--- src/sv/lfpd_pkg.sv ---
package lfpd_pkg;

  localparam int LEVEL_W    = 7;
  localparam int GAIN_W     = 24;
  localparam int DIST_W     = 16;
  localparam int POWER_W    = 8;
  localparam int PAT_W      = 4;
  localparam int ERR_W      = 8;
  localparam int INT_W      = 11;
  localparam int DIFF_W     = 9;
  localparam int U_W        = 25;
  localparam int MUL_A_W    = 26;
  localparam int MUL_B_W    = 16;
  localparam int PROD_W     = MUL_A_W + MUL_B_W;
  localparam int ACC_W      = 38;
  localparam int Q1_W       = 15;
  localparam int QUO_W      = 9;
  localparam int CFG_IDX_W  = 3;
  localparam int CFG_DATA_W = 24;

  localparam logic [LEVEL_W-1:0] BLACK_MAX    = 7'd40;
  localparam logic [LEVEL_W-1:0] LEVEL_WHITE  = 7'd100;
  localparam logic [LEVEL_W-1:0] LEVEL_BLACK  = 7'd0;
  localparam logic [LEVEL_W-1:0] POWER_LIMIT  = 7'd100;
  localparam logic [PAT_W-1:0]   PAT_WB       = 4'd4;
  localparam logic [PAT_W-1:0]   PAT_BW       = 4'd1;
  localparam logic [PAT_W-1:0]   PAT_WW       = 4'd5;
  localparam logic signed [INT_W-1:0] INT2_LIMIT = 11'sd1000;
  localparam int OUT_LIMIT = 13107200;
  // floor(q / 100) == (q * 5243) >> 19 for every q below 2^15.
  localparam logic [MUL_B_W-1:0] RECIP_100 = 16'd5243;
  localparam int RECIP_SHIFT = 19;
  localparam int POWER_SHIFT = 17;

  typedef enum logic [CFG_IDX_W-1:0] {
    REG_TARGET_LEVEL  = 3'd0,
    REG_KP_INNER      = 3'd1,
    REG_KP_OUTER      = 3'd2,
    REG_KI            = 3'd3,
    REG_KD            = 3'd4,
    REG_BASE_POWER    = 3'd5,
    REG_SPEED_SPAN    = 3'd6,
    REG_HALT_RANGE    = 3'd7
  } lfpd_reg_e;

  typedef enum logic [3:0] {
    ST_IDLE,
    ST_EVAL,
    ST_MUL_P,
    ST_MUL_I,
    ST_MUL_D,
    ST_ACC,
    ST_CLAMP,
    ST_MUL_SPAN,
    ST_NUM,
    ST_DIV_L,
    ST_DIV_R,
    ST_FIN,
    ST_WRITE
  } lfpd_state_e;

  typedef struct packed {
    lfpd_state_e state;
    logic        in_ready;
    logic        mul_en;
    logic        out_load;
  } lfpd_ctrl_t;

  typedef struct packed {
    logic in_valid;
    logic stop_hit;
    logic out_free;
  } lfpd_stat_t;

endpackage

--- src/sv/lfpd_if.sv ---
interface lfpd_in_if;
  logic                               valid;
  logic                               ready;
  logic [lfpd_pkg::LEVEL_W-1:0]       left_level;
  logic [lfpd_pkg::LEVEL_W-1:0]       right_level;
  logic [lfpd_pkg::DIST_W-1:0]        distance;

  modport source (output valid, left_level, right_level, distance, input ready);
  modport sink   (input valid, left_level, right_level, distance, output ready);
endinterface

interface lfpd_out_if;
  logic                               valid;
  logic                               ready;
  logic signed [lfpd_pkg::POWER_W-1:0] left_power;
  logic signed [lfpd_pkg::POWER_W-1:0] right_power;
  logic                               stopped;
  logic [lfpd_pkg::PAT_W-1:0]         pattern;

  modport source (output valid, left_power, right_power, stopped, pattern, input ready);
  modport sink   (input valid, left_power, right_power, stopped, pattern, output ready);
endinterface

--- src/sv/lfpd_mul.sv ---
module lfpd_mul (
  input  logic                                  clk_i,
  input  logic                                  en_i,
  input  logic signed [lfpd_pkg::MUL_A_W-1:0]   a_i,
  input  logic signed [lfpd_pkg::MUL_B_W-1:0]   b_i,
  output logic signed [lfpd_pkg::PROD_W-1:0]    prod_o
);

  logic signed [lfpd_pkg::PROD_W-1:0] prod_q;

  always_ff @(posedge clk_i) begin
    if (en_i) begin
      prod_q <= a_i * b_i;
    end
  end

  assign prod_o = prod_q;

endmodule

--- src/sv/lfpd_seq.sv ---
module lfpd_seq (
  input  logic                 clk_i,
  input  logic                 rst_ni,
  input  lfpd_pkg::lfpd_stat_t stat_i,
  output lfpd_pkg::lfpd_ctrl_t ctrl_o
);

  lfpd_pkg::lfpd_state_e state_q, state_d;

  always_ff @(posedge clk_i or negedge rst_ni) begin
    if (!rst_ni) begin
      state_q <= lfpd_pkg::ST_IDLE;
    end else begin
      state_q <= state_d;
    end
  end

  always_comb begin
    state_d         = state_q;
    ctrl_o.state    = state_q;
    ctrl_o.in_ready = 1'b0;
    ctrl_o.mul_en   = 1'b0;
    ctrl_o.out_load = 1'b0;
    unique case (state_q)
      lfpd_pkg::ST_IDLE: begin
        ctrl_o.in_ready = 1'b1;
        if (stat_i.in_valid) state_d = lfpd_pkg::ST_EVAL;
      end
      lfpd_pkg::ST_EVAL: begin
        state_d = stat_i.stop_hit ? lfpd_pkg::ST_WRITE : lfpd_pkg::ST_MUL_P;
      end
      lfpd_pkg::ST_MUL_P: begin
        ctrl_o.mul_en = 1'b1;
        state_d = lfpd_pkg::ST_MUL_I;
      end
      lfpd_pkg::ST_MUL_I: begin
        ctrl_o.mul_en = 1'b1;
        state_d = lfpd_pkg::ST_MUL_D;
      end
      lfpd_pkg::ST_MUL_D: begin
        ctrl_o.mul_en = 1'b1;
        state_d = lfpd_pkg::ST_ACC;
      end
      lfpd_pkg::ST_ACC:   state_d = lfpd_pkg::ST_CLAMP;
      lfpd_pkg::ST_CLAMP: state_d = lfpd_pkg::ST_MUL_SPAN;
      lfpd_pkg::ST_MUL_SPAN: begin
        ctrl_o.mul_en = 1'b1;
        state_d = lfpd_pkg::ST_NUM;
      end
      lfpd_pkg::ST_NUM: state_d = lfpd_pkg::ST_DIV_L;
      lfpd_pkg::ST_DIV_L: begin
        ctrl_o.mul_en = 1'b1;
        state_d = lfpd_pkg::ST_DIV_R;
      end
      lfpd_pkg::ST_DIV_R: begin
        ctrl_o.mul_en = 1'b1;
        state_d = lfpd_pkg::ST_FIN;
      end
      lfpd_pkg::ST_FIN: state_d = lfpd_pkg::ST_WRITE;
      lfpd_pkg::ST_WRITE: begin
        ctrl_o.out_load = stat_i.out_free;
        if (stat_i.out_free) state_d = lfpd_pkg::ST_IDLE;
      end
      default: state_d = lfpd_pkg::ST_IDLE;
    endcase
  end

endmodule

--- src/sv/line_follow_pid_drive_top.sv ---
// PID line follower drive. One sample beat is taken at a time: a driving
// sample passes every state to the write, a stopped one (distance below the
// stop threshold) skips from evaluation to the write. The single shared 26x16
// multiplier is used six times per sample in turn: the P, I and D terms, the
// span scaling of the controller output, and the reciprocal divide by 100 for
// each wheel. A finished result sits in an output register, so a new sample
// is taken while the result waits. Gains are unsigned with 16 fraction bits;
// the user writes configuration only while idle; the block does not check it.
module line_follow_pid_drive_top #(
  parameter int SAMPLES_PER_GENERATION = 100,
  parameter int EDGE_HOLD_GENERATIONS  = 3
) (
  input  logic                              clk_i,
  input  logic                              rst_ni,
  lfpd_in_if.sink                           in_i,
  lfpd_out_if.source                        out_o,
  input  logic                              cfg_we_i,
  input  logic [lfpd_pkg::CFG_IDX_W-1:0]    cfg_idx_i,
  input  logic [lfpd_pkg::CFG_DATA_W-1:0]   cfg_data_i
);

  localparam int HoldLimit = SAMPLES_PER_GENERATION * (EDGE_HOLD_GENERATIONS + 1);
  localparam int CntW      = $clog2(HoldLimit + 1);
  localparam logic [CntW-1:0] CntMax = CntW'(HoldLimit);
  localparam logic signed [lfpd_pkg::ACC_W-1:0] OutHi = lfpd_pkg::ACC_W'(lfpd_pkg::OUT_LIMIT);
  localparam logic signed [lfpd_pkg::ACC_W-1:0] OutLo = -OutHi;
  localparam logic signed [lfpd_pkg::INT_W:0] IntHi =
    {lfpd_pkg::INT2_LIMIT[lfpd_pkg::INT_W-1], lfpd_pkg::INT2_LIMIT};
  localparam logic signed [lfpd_pkg::INT_W:0] IntLo = -IntHi;

  // Configuration registers.
  logic [lfpd_pkg::LEVEL_W-1:0] target_q, base_q, span_q;
  logic [lfpd_pkg::GAIN_W-1:0]  kp_inner_q, kp_outer_q, ki_q, kd_q;
  logic [lfpd_pkg::DIST_W-1:0]  stop_dist_q;

  always_ff @(posedge clk_i or negedge rst_ni) begin
    if (!rst_ni) begin
      target_q    <= 7'd60;
      kp_inner_q  <= 24'd26214;
      kp_outer_q  <= 24'd1311;
      ki_q        <= 24'd66;
      kd_q        <= 24'd85197;
      base_q      <= 7'd38;
      span_q      <= 7'd38;
      stop_dist_q <= 16'd150;
    end else if (cfg_we_i) begin
      unique case (lfpd_pkg::lfpd_reg_e'(cfg_idx_i))
        lfpd_pkg::REG_TARGET_LEVEL:  target_q    <= cfg_data_i[lfpd_pkg::LEVEL_W-1:0];
        lfpd_pkg::REG_KP_INNER:      kp_inner_q  <= cfg_data_i;
        lfpd_pkg::REG_KP_OUTER:      kp_outer_q  <= cfg_data_i;
        lfpd_pkg::REG_KI:            ki_q        <= cfg_data_i;
        lfpd_pkg::REG_KD:            kd_q        <= cfg_data_i;
        lfpd_pkg::REG_BASE_POWER:    base_q      <= cfg_data_i[lfpd_pkg::LEVEL_W-1:0];
        lfpd_pkg::REG_SPEED_SPAN:    span_q      <= cfg_data_i[lfpd_pkg::LEVEL_W-1:0];
        lfpd_pkg::REG_HALT_RANGE:    stop_dist_q <= cfg_data_i[lfpd_pkg::DIST_W-1:0];
        default: ;
      endcase
    end
  end

  lfpd_pkg::lfpd_ctrl_t ctrl;
  lfpd_pkg::lfpd_stat_t stat;

  logic in_beat;
  assign in_beat = in_i.valid && in_i.ready;

  // Sample latch.
  logic [lfpd_pkg::LEVEL_W-1:0] left_q, right_q;
  logic [lfpd_pkg::DIST_W-1:0]  dist_q;

  always_ff @(posedge clk_i) begin
    if (in_beat) begin
      left_q  <= in_i.left_level;
      right_q <= in_i.right_level;
      dist_q  <= in_i.distance;
    end
  end

  // Controller state.
  logic signed [lfpd_pkg::ERR_W-1:0] prev_err_q;
  logic signed [lfpd_pkg::INT_W-1:0] int_q;
  logic [lfpd_pkg::PAT_W-1:0]        prev_pat_q, last_pat_q;
  logic                              osel_q;
  logic [CntW-1:0]                   cnt_q;

  // Per-sample working registers.
  logic                               stop_q, brake_half_q, brake_3q_q;
  logic signed [lfpd_pkg::DIFF_W-1:0] diff_q;
  logic signed [lfpd_pkg::ACC_W-1:0]  acc_q;
  logic signed [lfpd_pkg::U_W-1:0]    u_q;
  logic [lfpd_pkg::Q1_W-1:0]          q1l_q, q1r_q;
  logic                               negl_q, negr_q;
  logic [lfpd_pkg::POWER_W-1:0]       lp_q, rp_q;

  // Sample evaluation.
  logic                               stop_hit, brake_half, brake_3q;
  logic [CntW-1:0]                    cnt_next;
  logic [lfpd_pkg::PAT_W-1:0]         pat_now, last_next;
  logic                               pat_chg, osel_next;
  logic [lfpd_pkg::LEVEL_W-1:0]       eff_left;
  logic signed [lfpd_pkg::ERR_W-1:0]  e_now;
  logic signed [lfpd_pkg::INT_W:0]    i2_sum;
  logic signed [lfpd_pkg::INT_W-1:0]  i2_clamp;
  logic signed [lfpd_pkg::DIFF_W-1:0] diff_now;

  always_comb begin
    stop_hit   = dist_q < stop_dist_q;
    brake_half = {1'b0, dist_q} < {stop_dist_q, 1'b0};
    brake_3q   = {2'b0, dist_q} < {stop_dist_q, 2'b0};
    cnt_next   = (cnt_q < CntMax) ? cnt_q + CntW'(1) : cnt_q;
    pat_now    = {1'b0, left_q > lfpd_pkg::BLACK_MAX, 1'b0, right_q > lfpd_pkg::BLACK_MAX};
    pat_chg    = pat_now != prev_pat_q;
    last_next  = pat_chg ? prev_pat_q : last_pat_q;
    osel_next  = pat_chg ? (pat_now == lfpd_pkg::PAT_WW) : osel_q;
    eff_left   = left_q;
    // Lost line after the warm-up: steer back toward the side it was left on.
    if (cnt_next == CntMax && pat_now == lfpd_pkg::PAT_WW) begin
      if (last_next == lfpd_pkg::PAT_WB) begin
        eff_left = lfpd_pkg::LEVEL_WHITE;
      end else if (last_next == lfpd_pkg::PAT_BW) begin
        eff_left = lfpd_pkg::LEVEL_BLACK;
      end
    end
    e_now    = $signed({1'b0, eff_left} - {1'b0, target_q});
    i2_sum   = $signed({int_q[lfpd_pkg::INT_W-1], int_q})
             + $signed({{4{prev_err_q[lfpd_pkg::ERR_W-1]}}, prev_err_q})
             + $signed({{4{e_now[lfpd_pkg::ERR_W-1]}}, e_now});
    if (i2_sum > IntHi) begin
      i2_clamp = lfpd_pkg::INT2_LIMIT;
    end else if (i2_sum < IntLo) begin
      i2_clamp = -lfpd_pkg::INT2_LIMIT;
    end else begin
      i2_clamp = i2_sum[lfpd_pkg::INT_W-1:0];
    end
    diff_now = $signed({e_now[lfpd_pkg::ERR_W-1], e_now})
             - $signed({prev_err_q[lfpd_pkg::ERR_W-1], prev_err_q});
  end

  always_ff @(posedge clk_i or negedge rst_ni) begin
    if (!rst_ni) begin
      prev_err_q <= '0;
      int_q      <= '0;
      prev_pat_q <= '0;
      last_pat_q <= '0;
      osel_q     <= 1'b0;
      cnt_q      <= '0;
    end else if (ctrl.state == lfpd_pkg::ST_EVAL && !stop_hit) begin
      prev_err_q <= e_now;
      int_q      <= i2_clamp;
      prev_pat_q <= pat_now;
      last_pat_q <= last_next;
      osel_q     <= osel_next;
      cnt_q      <= cnt_next;
    end
  end

  // Shared multiplier and its operand select.
  logic signed [lfpd_pkg::MUL_A_W-1:0] mul_a;
  logic signed [lfpd_pkg::MUL_B_W-1:0] mul_b;
  logic signed [lfpd_pkg::PROD_W-1:0]  prod;

  always_comb begin
    mul_a = '0;
    mul_b = '0;
    unique case (ctrl.state)
      lfpd_pkg::ST_MUL_P: begin
        mul_a = $signed({2'b0, osel_q ? kp_outer_q : kp_inner_q});
        mul_b = $signed({{8{prev_err_q[lfpd_pkg::ERR_W-1]}}, prev_err_q});
      end
      lfpd_pkg::ST_MUL_I: begin
        mul_a = $signed({2'b0, ki_q});
        mul_b = $signed({{5{int_q[lfpd_pkg::INT_W-1]}}, int_q});
      end
      lfpd_pkg::ST_MUL_D: begin
        mul_a = $signed({2'b0, kd_q});
        mul_b = $signed({{7{diff_q[lfpd_pkg::DIFF_W-1]}}, diff_q});
      end
      lfpd_pkg::ST_MUL_SPAN: begin
        mul_a = $signed({u_q[lfpd_pkg::U_W-1], u_q});
        mul_b = $signed({9'b0, span_q});
      end
      lfpd_pkg::ST_DIV_L: begin
        mul_a = $signed({11'b0, q1l_q});
        mul_b = $signed(lfpd_pkg::RECIP_100);
      end
      lfpd_pkg::ST_DIV_R: begin
        mul_a = $signed({11'b0, q1r_q});
        mul_b = $signed(lfpd_pkg::RECIP_100);
      end
      default: ;
    endcase
  end

  lfpd_mul u_mul (
    .clk_i  (clk_i),
    .en_i   (ctrl.mul_en),
    .a_i    (mul_a),
    .b_i    (mul_b),
    .prod_o (prod)
  );

  // Wheel power numerators: base * 100 * 2^17 plus or minus u * span.
  logic [13:0]         base100;
  logic signed [33:0]  base_num, us_ext, nl, nr;
  logic [33:0]         magl, magr;

  always_comb begin
    base100  = {1'b0, base_q, 6'b0} + {2'b0, base_q, 5'b0} + {5'b0, base_q, 2'b0};
    base_num = $signed({3'b0, base100, 17'b0});
    us_ext   = $signed({{2{prod[31]}}, prod[31:0]});
    nl       = base_num + us_ext;
    nr       = base_num - us_ext;
    magl     = nl[33] ? 34'(-nl) : nl;
    magr     = nr[33] ? 34'(-nr) : nr;
  end

  // Saturate the quotient, brake toward zero on the magnitude, then apply sign.
  function automatic logic [lfpd_pkg::POWER_W-1:0] drive_power(
    logic [lfpd_pkg::QUO_W-1:0] quo,
    logic                       neg,
    logic                       half,
    logic                       three_q
  );
    logic [6:0] mag;
    logic [8:0] mag3;
    logic [6:0] braked;
    mag  = (quo > {2'b0, lfpd_pkg::POWER_LIMIT}) ? lfpd_pkg::POWER_LIMIT : quo[6:0];
    mag3 = {2'b0, mag} + {1'b0, mag, 1'b0};
    if (half) begin
      braked = {1'b0, mag[6:1]};
    end else if (three_q) begin
      braked = mag3[8:2];
    end else begin
      braked = mag;
    end
    return neg ? 8'(-{1'b0, braked}) : {1'b0, braked};
  endfunction

  logic [lfpd_pkg::QUO_W-1:0] quo;
  assign quo = prod[lfpd_pkg::RECIP_SHIFT+lfpd_pkg::QUO_W-1:lfpd_pkg::RECIP_SHIFT];

  always_ff @(posedge clk_i) begin
    unique case (ctrl.state)
      lfpd_pkg::ST_EVAL: begin
        stop_q       <= stop_hit;
        brake_half_q <= brake_half;
        brake_3q_q   <= brake_3q;
        diff_q       <= diff_now;
      end
      lfpd_pkg::ST_MUL_I: acc_q <= $signed({prod[lfpd_pkg::ACC_W-2:0], 1'b0});
      lfpd_pkg::ST_MUL_D: acc_q <= acc_q + $signed(prod[lfpd_pkg::ACC_W-1:0]);
      lfpd_pkg::ST_ACC:   acc_q <= acc_q + $signed({prod[lfpd_pkg::ACC_W-2:0], 1'b0});
      lfpd_pkg::ST_CLAMP: begin
        if (acc_q > OutHi) begin
          u_q <= OutHi[lfpd_pkg::U_W-1:0];
        end else if (acc_q < OutLo) begin
          u_q <= OutLo[lfpd_pkg::U_W-1:0];
        end else begin
          u_q <= acc_q[lfpd_pkg::U_W-1:0];
        end
      end
      lfpd_pkg::ST_NUM: begin
        q1l_q  <= magl[lfpd_pkg::POWER_SHIFT+lfpd_pkg::Q1_W-1:lfpd_pkg::POWER_SHIFT];
        q1r_q  <= magr[lfpd_pkg::POWER_SHIFT+lfpd_pkg::Q1_W-1:lfpd_pkg::POWER_SHIFT];
        negl_q <= nl[33];
        negr_q <= nr[33];
      end
      lfpd_pkg::ST_DIV_R: lp_q <= drive_power(quo, negl_q, brake_half_q, brake_3q_q);
      lfpd_pkg::ST_FIN:   rp_q <= drive_power(quo, negr_q, brake_half_q, brake_3q_q);
      default: ;
    endcase
  end

  // Output register.
  logic                         out_valid_q;
  logic [lfpd_pkg::POWER_W-1:0] lp_res_q, rp_res_q;
  logic                         stop_res_q;
  logic [lfpd_pkg::PAT_W-1:0]   pat_res_q;

  always_ff @(posedge clk_i or negedge rst_ni) begin
    if (!rst_ni) begin
      out_valid_q <= 1'b0;
    end else if (ctrl.out_load) begin
      out_valid_q <= 1'b1;
    end else if (out_o.ready) begin
      out_valid_q <= 1'b0;
    end
  end

  always_ff @(posedge clk_i) begin
    if (ctrl.out_load) begin
      lp_res_q   <= stop_q ? '0 : lp_q;
      rp_res_q   <= stop_q ? '0 : rp_q;
      stop_res_q <= stop_q;
      pat_res_q  <= stop_q ? '0 : prev_pat_q;
    end
  end

  assign stat.in_valid = in_i.valid;
  assign stat.stop_hit = stop_hit;
  assign stat.out_free = !out_valid_q || out_o.ready;

  lfpd_seq u_seq (
    .clk_i  (clk_i),
    .rst_ni (rst_ni),
    .stat_i (stat),
    .ctrl_o (ctrl)
  );

  assign in_i.ready        = ctrl.in_ready;
  assign out_o.valid       = out_valid_q;
  assign out_o.left_power  = $signed(lp_res_q);
  assign out_o.right_power = $signed(rp_res_q);
  assign out_o.stopped     = stop_res_q;
  assign out_o.pattern     = pat_res_q;

  a_accept_to_eval: assert property (@(posedge clk_i) disable iff (!rst_ni)
    in_beat |=> ctrl.state == lfpd_pkg::ST_EVAL)
    else $error("accepted sample beat did not start evaluation");

  a_integral_range: assert property (@(posedge clk_i) disable iff (!rst_ni)
    int_q <= lfpd_pkg::INT2_LIMIT && int_q >= -lfpd_pkg::INT2_LIMIT)
    else $error("integral left its clamp range");

  a_stopped_zero: assert property (@(posedge clk_i) disable iff (!rst_ni)
    (out_o.valid && out_o.stopped) |->
      (out_o.left_power == 0 && out_o.right_power == 0 && out_o.pattern == 0))
    else $error("stopped result carries nonzero fields");

  a_power_range: assert property (@(posedge clk_i) disable iff (!rst_ni)
    out_o.valid |-> (out_o.left_power <= 8'sd100 && out_o.left_power >= -8'sd100 &&
                     out_o.right_power <= 8'sd100 && out_o.right_power >= -8'sd100))
    else $error("wheel power out of range");

endmodule

--- src/flat_wrapper.sv ---
// flat-port wrapper written by rule: the top's interface ports become plain ports
module line_follow_pid_drive_top_flat 
#(
  parameter int SAMPLES_PER_GENERATION = 100,
  parameter int EDGE_HOLD_GENERATIONS  = 3
)
  (clk_i, rst_ni, cfg_we_i, cfg_idx_i, cfg_data_i, in_i_valid, in_i_left_level, in_i_right_level, in_i_distance, in_i_ready, out_o_valid, out_o_left_power, out_o_right_power, out_o_stopped, out_o_pattern, out_o_ready);
  lfpd_in_if in_i_i ();
  lfpd_out_if out_o_i ();
  input  logic clk_i;
  input  logic rst_ni;
  input  logic cfg_we_i;
  input  logic [lfpd_pkg::CFG_IDX_W-1:0] cfg_idx_i;
  input  logic [lfpd_pkg::CFG_DATA_W-1:0] cfg_data_i;
  input wire logic [$bits(in_i_i.valid)-1:0] in_i_valid;
  input wire logic [$bits(in_i_i.left_level)-1:0] in_i_left_level;
  input wire logic [$bits(in_i_i.right_level)-1:0] in_i_right_level;
  input wire logic [$bits(in_i_i.distance)-1:0] in_i_distance;
  output wire logic [$bits(in_i_i.ready)-1:0] in_i_ready;
  output wire logic [$bits(out_o_i.valid)-1:0] out_o_valid;
  output wire logic [$bits(out_o_i.left_power)-1:0] out_o_left_power;
  output wire logic [$bits(out_o_i.right_power)-1:0] out_o_right_power;
  output wire logic [$bits(out_o_i.stopped)-1:0] out_o_stopped;
  output wire logic [$bits(out_o_i.pattern)-1:0] out_o_pattern;
  input wire logic [$bits(out_o_i.ready)-1:0] out_o_ready;
  assign in_i_i.valid = in_i_valid;
  assign in_i_i.left_level = in_i_left_level;
  assign in_i_i.right_level = in_i_right_level;
  assign in_i_i.distance = in_i_distance;
  assign in_i_ready = in_i_i.ready;
  assign out_o_valid = out_o_i.valid;
  assign out_o_left_power = out_o_i.left_power;
  assign out_o_right_power = out_o_i.right_power;
  assign out_o_stopped = out_o_i.stopped;
  assign out_o_pattern = out_o_i.pattern;
  assign out_o_i.ready = out_o_ready;
  line_follow_pid_drive_top #(.SAMPLES_PER_GENERATION(SAMPLES_PER_GENERATION), .EDGE_HOLD_GENERATIONS(EDGE_HOLD_GENERATIONS)) u_core (.clk_i(clk_i), .rst_ni(rst_ni), .in_i(in_i_i), .out_o(out_o_i), .cfg_we_i(cfg_we_i), .cfg_idx_i(cfg_idx_i), .cfg_data_i(cfg_data_i));
endmodule
--- config.mk ---
export PLATFORM = sky130hd
export DESIGN_NAME = line_follow_pid_drive_top_flat
export DESIGN_NICKNAME = d
export VERILOG_FILES = /design/src/sv/lfpd_pkg.sv /design/src/sv/lfpd_if.sv /design/src/sv/lfpd_mul.sv /design/src/sv/lfpd_seq.sv /design/src/sv/line_follow_pid_drive_top.sv /design/src/flat_wrapper.sv
export SDC_FILE = /design/constraint.sdc
export NUM_CORES = 2
export LEC_CHECK = 0
export BUFFER_PORTS_ARGS = -buffer_cell sky130_fd_sc_hd__clkbuf_2
export CAP_MARGIN = 20
export CORE_ASPECT_RATIO = 2
export CORE_UTILIZATION = 40
export CTS_CLUSTER_DIAMETER = 40
export DETAILED_ROUTE_END_ITERATION = 10
export PLACE_DENSITY = 0.55
export SETUP_SLACK_MARGIN = 0.02
export SLEW_MARGIN = 20
export SYNTH_ARGS = -nofsm -noshare
export SYNTH_HDL_FRONTEND = slang
export SYNTH_SLANG_ARGS = --single-unit
--- constraint.sdc ---
create_clock -name clk_i -period 9 [get_ports clk_i]
set_input_delay 0 -clock clk_i [delete_from_list [all_inputs] [get_ports clk_i]]
set_output_delay 0 -clock clk_i [all_outputs]
set_load 0.005 [all_outputs]
==> summary.txt <==
Synth
  • Number of enable flip-flop cells after synthesis: 210
  • Largest cells by area after synthesis: fa_1 (21%), edfxtp_1 (17%), ha_1 (9.4%), dfrtp_1 (8.9%), inv_1 (6.0%)
  • Sequential cell area fraction in the yosys report: 0.2852
  • Synth top cells by count: inv_1 (601), fa_1 (386), nand2_1 (333), nor2_1 (282), ha_1 (281)
  • Async SR Flop Fraction: 0.4517
  • #FFs+latches synth: around 380
  • Synth warnings: 0
  • Most frequent cell after synthesis: inv_1
  • Leading area contributor after synthesis: fa_1
  • Mapped Cells: between 3000 and 4000
  • Top-area cell type share of the netlist area: 0.2063
  • Avg Cell Area, Syn: a little under 10 sq um
  • Yosys cell types: 91
  • Main synth FF type: edfxtp_1
  • Synthesized area: around 37000 sq um

Clocking
  • CTS Buf Count: slightly below 50
  • Clock root cell: clkbuf_16
  • Worst-path clk slew: about 0.060 ns
  • # clock sinks: around 380
  • CTS max path bufs: 3
  • Setup Buffers After CTS: 0
  • CTS tree: done
  • Max H-tree Level: 2
  • Clock Latency Late Sink: ~0.65 ns

Drt
  • Vias: just under 30000
  • Pre-antenna DRT Iters: 7
  • 1st-iter DRT viols: 1653
  • Drt total wl: between 100000 and 150000 um
  • WL/cell: 25.06 um
  • # DRC: 0
  • Mean number of vias per cell: approximately 5.5
  • Final ANT Viol Nets: 0

Setup path
  • CP arrival: 8.89 ns
  • WP data required: about 9.4 ns
  • CP peak stage delay: 0.57 ns
  • Crit start category: flip-flop
  • CP dominant cell by count: fa_1
  • Crit Path Class: reg -> reg
  • CP max FO: 22
  • Reg2Reg Setup Slack: between 0.5 and 0.6 ns
  • Crit end category: flip-flop
  • Slowest CP cell: dfrtp_1

GRT
  • Overall routing resource usage: 0.2832
  • Grt ovf: 0
  • Initial antenna violation count: 8
  • First-pass GRT wire length: approximately 190000 um
  • Number of global-route vias before repair: around 31000
  • Largest net degree at the start of global routing: 77

Die
  • Site Rows: 158
  • Chip height: roughly 430 um
  • Die Span X: approximately 220 um
  • Core box area: 92720 sq um
  • Die Area: 94960 sq um
  • Starting Density: 0.4041
  • IO Pins: 85

Min path
  • Worst hold path type: in -> reg

STA
  • Slew @ Worst Pin: roughly 1.1 ns
  • Maximum clock rate: roughly 120 MHz
  • Slew Viols, Final: 0
  • Fin. Hold Viols: 0
  • Fin Clk Skew: approximately 0.041 ns
  • Setup_tns: 0 ns
  • Crit path time final: between 8 and 9 ns
  • RSZ-0062 raised after global routing: false
  • Slew headroom: 0.2371
  • # setup viols final: 0
  • Fin crit share: 0.9444

Final layout
  • Final net count: ~4700
  • Layout cells sized above 1: 0.1224
  • FF+latch area: roughly 11000 sq um
  • Area Overhead vs Synth: 12.76%
  • Fillers: approximately 8800
  • Multi-input logic area: approximately 24000 sq um

Place
  • Port Buffer Count: 82
  • Final HPWL from detailed placement: around 110000 um
  • GP Congestion: approximately 1.1

Run status
  • Status: finished, final reports clean

Job
  • Max cap viols: 0
## cells by family after synthesis
kind of cell	share of synthesized area
buffers and inverters	0.07238
XOR/XNOR	0.04886
multiplexers	0.04906
flip-flops	0.2852
other	0.0002005
AND/OR/NAND/NOR	0.1188
adder cells (fa/ha/maj)	0.3009
AO/OA/AOI/OAI	0.1245
## registers in the layout, summed over array words and instances, names as in the netlist, 8 cells and up
| register | cells |
|---|---|
| u_core.prev_err_q | 8 |
| u_core.q1l_q | 15 |
| u_core.q1r_q | 15 |
| u_core.int_q | 11 |
| u_core.u_q | 25 |
| u_core.acc_q | 38 |
| u_core.lp_q | 8 |
| u_core.u_mul.prod_o | 38 |
| u_core.kp_inner_q | 24 |
| u_core.out_o.left_power | 8 |
| u_core.cnt_q | 9 |
| u_core.diff_q | 9 |
| u_core.dist_q | 16 |
| u_core.kp_outer_q | 24 |
| u_core.stop_dist_q | 16 |
| u_core.rp_q | 8 |
| u_core.out_o.right_power | 8 |
| u_core.ki_q | 24 |
| u_core.kd_q | 24 |
## cell type report
cell class              instances  share of cell area
diodes                          4           0.0002370
clock buffers                  57             0.03122
clock inverters                35             0.01034
inverters                     602             0.05349
multi-input cells            2727              0.5737
flip-flops and latches        383              0.2529
well taps                    1200             0.03554
repair buffers                240             0.04256
## placed cells by master, fill, tap and decap left out, types with 14 or more instances in the layout
cell type and n:
a211oi_1 22, a21o_1 63, a21oi_1 197, a221o_1 15, a221oi_1 16, a22oi_1 53
a31oi_1 22, and2_1 28, and3_1 30, buf_4 94, clkbuf_16 51, clkbuf_2 81
dfrtp_1 133, dfstp_2 40, dlygate4sd3_1 60, edfxtp_1 210, fa_1 386, ha_1 281
inv_1 601, mux2_2 133, mux2i_1 34, nand2_1 333, nand2b_1 35, nand3_1 62
nand4_1 14, nor2_1 276, nor2b_1 51, nor3_1 36, nor4_1 17, o211ai_1 15
o21a_1 20, o21ai_0 145, o21bai_1 25, o31ai_1 20, xnor2_1 134, xor2_1 75
## stage by stage
stage | utilization | worst slack (ns) | std cells | instance area [sq um] | hold WS [ns]
2_1_floorplan | - | 1.077 | 3826 | 37500 | -0.2956
3_3_place_gp | 0.4295 | 0.6224 | 5090 | 39830 | -0.06789
3_5_place_dp | 0.4295 | 0.5569 | 5090 | 39830 | -0.06462
4_1_cts | 0.4552 | 0.5480 | 5243 | 42200 | 0.04560
5_1_grt | 0.4555 | 0.08291 | 5245 | 42240 | 0.09858
6_report | 0.4556 | 0.5005 | 5248 | 42240 | 0.07774
## repair_timing
action                                 4_1_cts  5_1_grt
endpoints found under the hold margin      237        0
resized for setup                            0        0
hold buffers                                61        0
## worst max-delay path, delay by kind of cell (launching register included)
kind | cells | cell delay [ns]
compound gates | 7 | 1.72
xor+xnor | 1 | 0.10
fa+ha+maj | 7 | 3.53
buf+inv | 6 | 0.51
flops | 1 | 0.57
simple gates | 6 | 1.82
## metal layers
metal | wire length (um) | part of all wire | global-route usage
met1 | 38170 | 0.29 | 0.2370
met5 | 20 | 0.00015 | 0
met4 | 16850 | 0.13 | 0.2954
met2 | 71620 | 0.54 | 0.5364
met3 | 4870 | 0.037 | 0.03836
## path summary, 6_finish.rpt
kind / start / endpoint / cells after the start
min in group asynchronous: rst_ni / u_core.target_q[5] / 3
worst max register to register: u_core.u_seq.state_q[1] / u_core.u_mul.prod_o[36] / 27
worst max-delay path: u_core.u_seq.state_q[1] / u_core.u_mul.prod_o[36] / 27
max in group asynchronous: rst_ni / u_core.ki_q[22] / 5
worst min-delay path: cfg_we_i / u_core.target_q[5] / 5
worst min register to register: u_core.cnt_q[8] / u_core.cnt_q[8] / 1
Power is left out: the tool's default activity adds up to more than one toggle a clock period on the data nets, which glitch-free logic cannot reach.
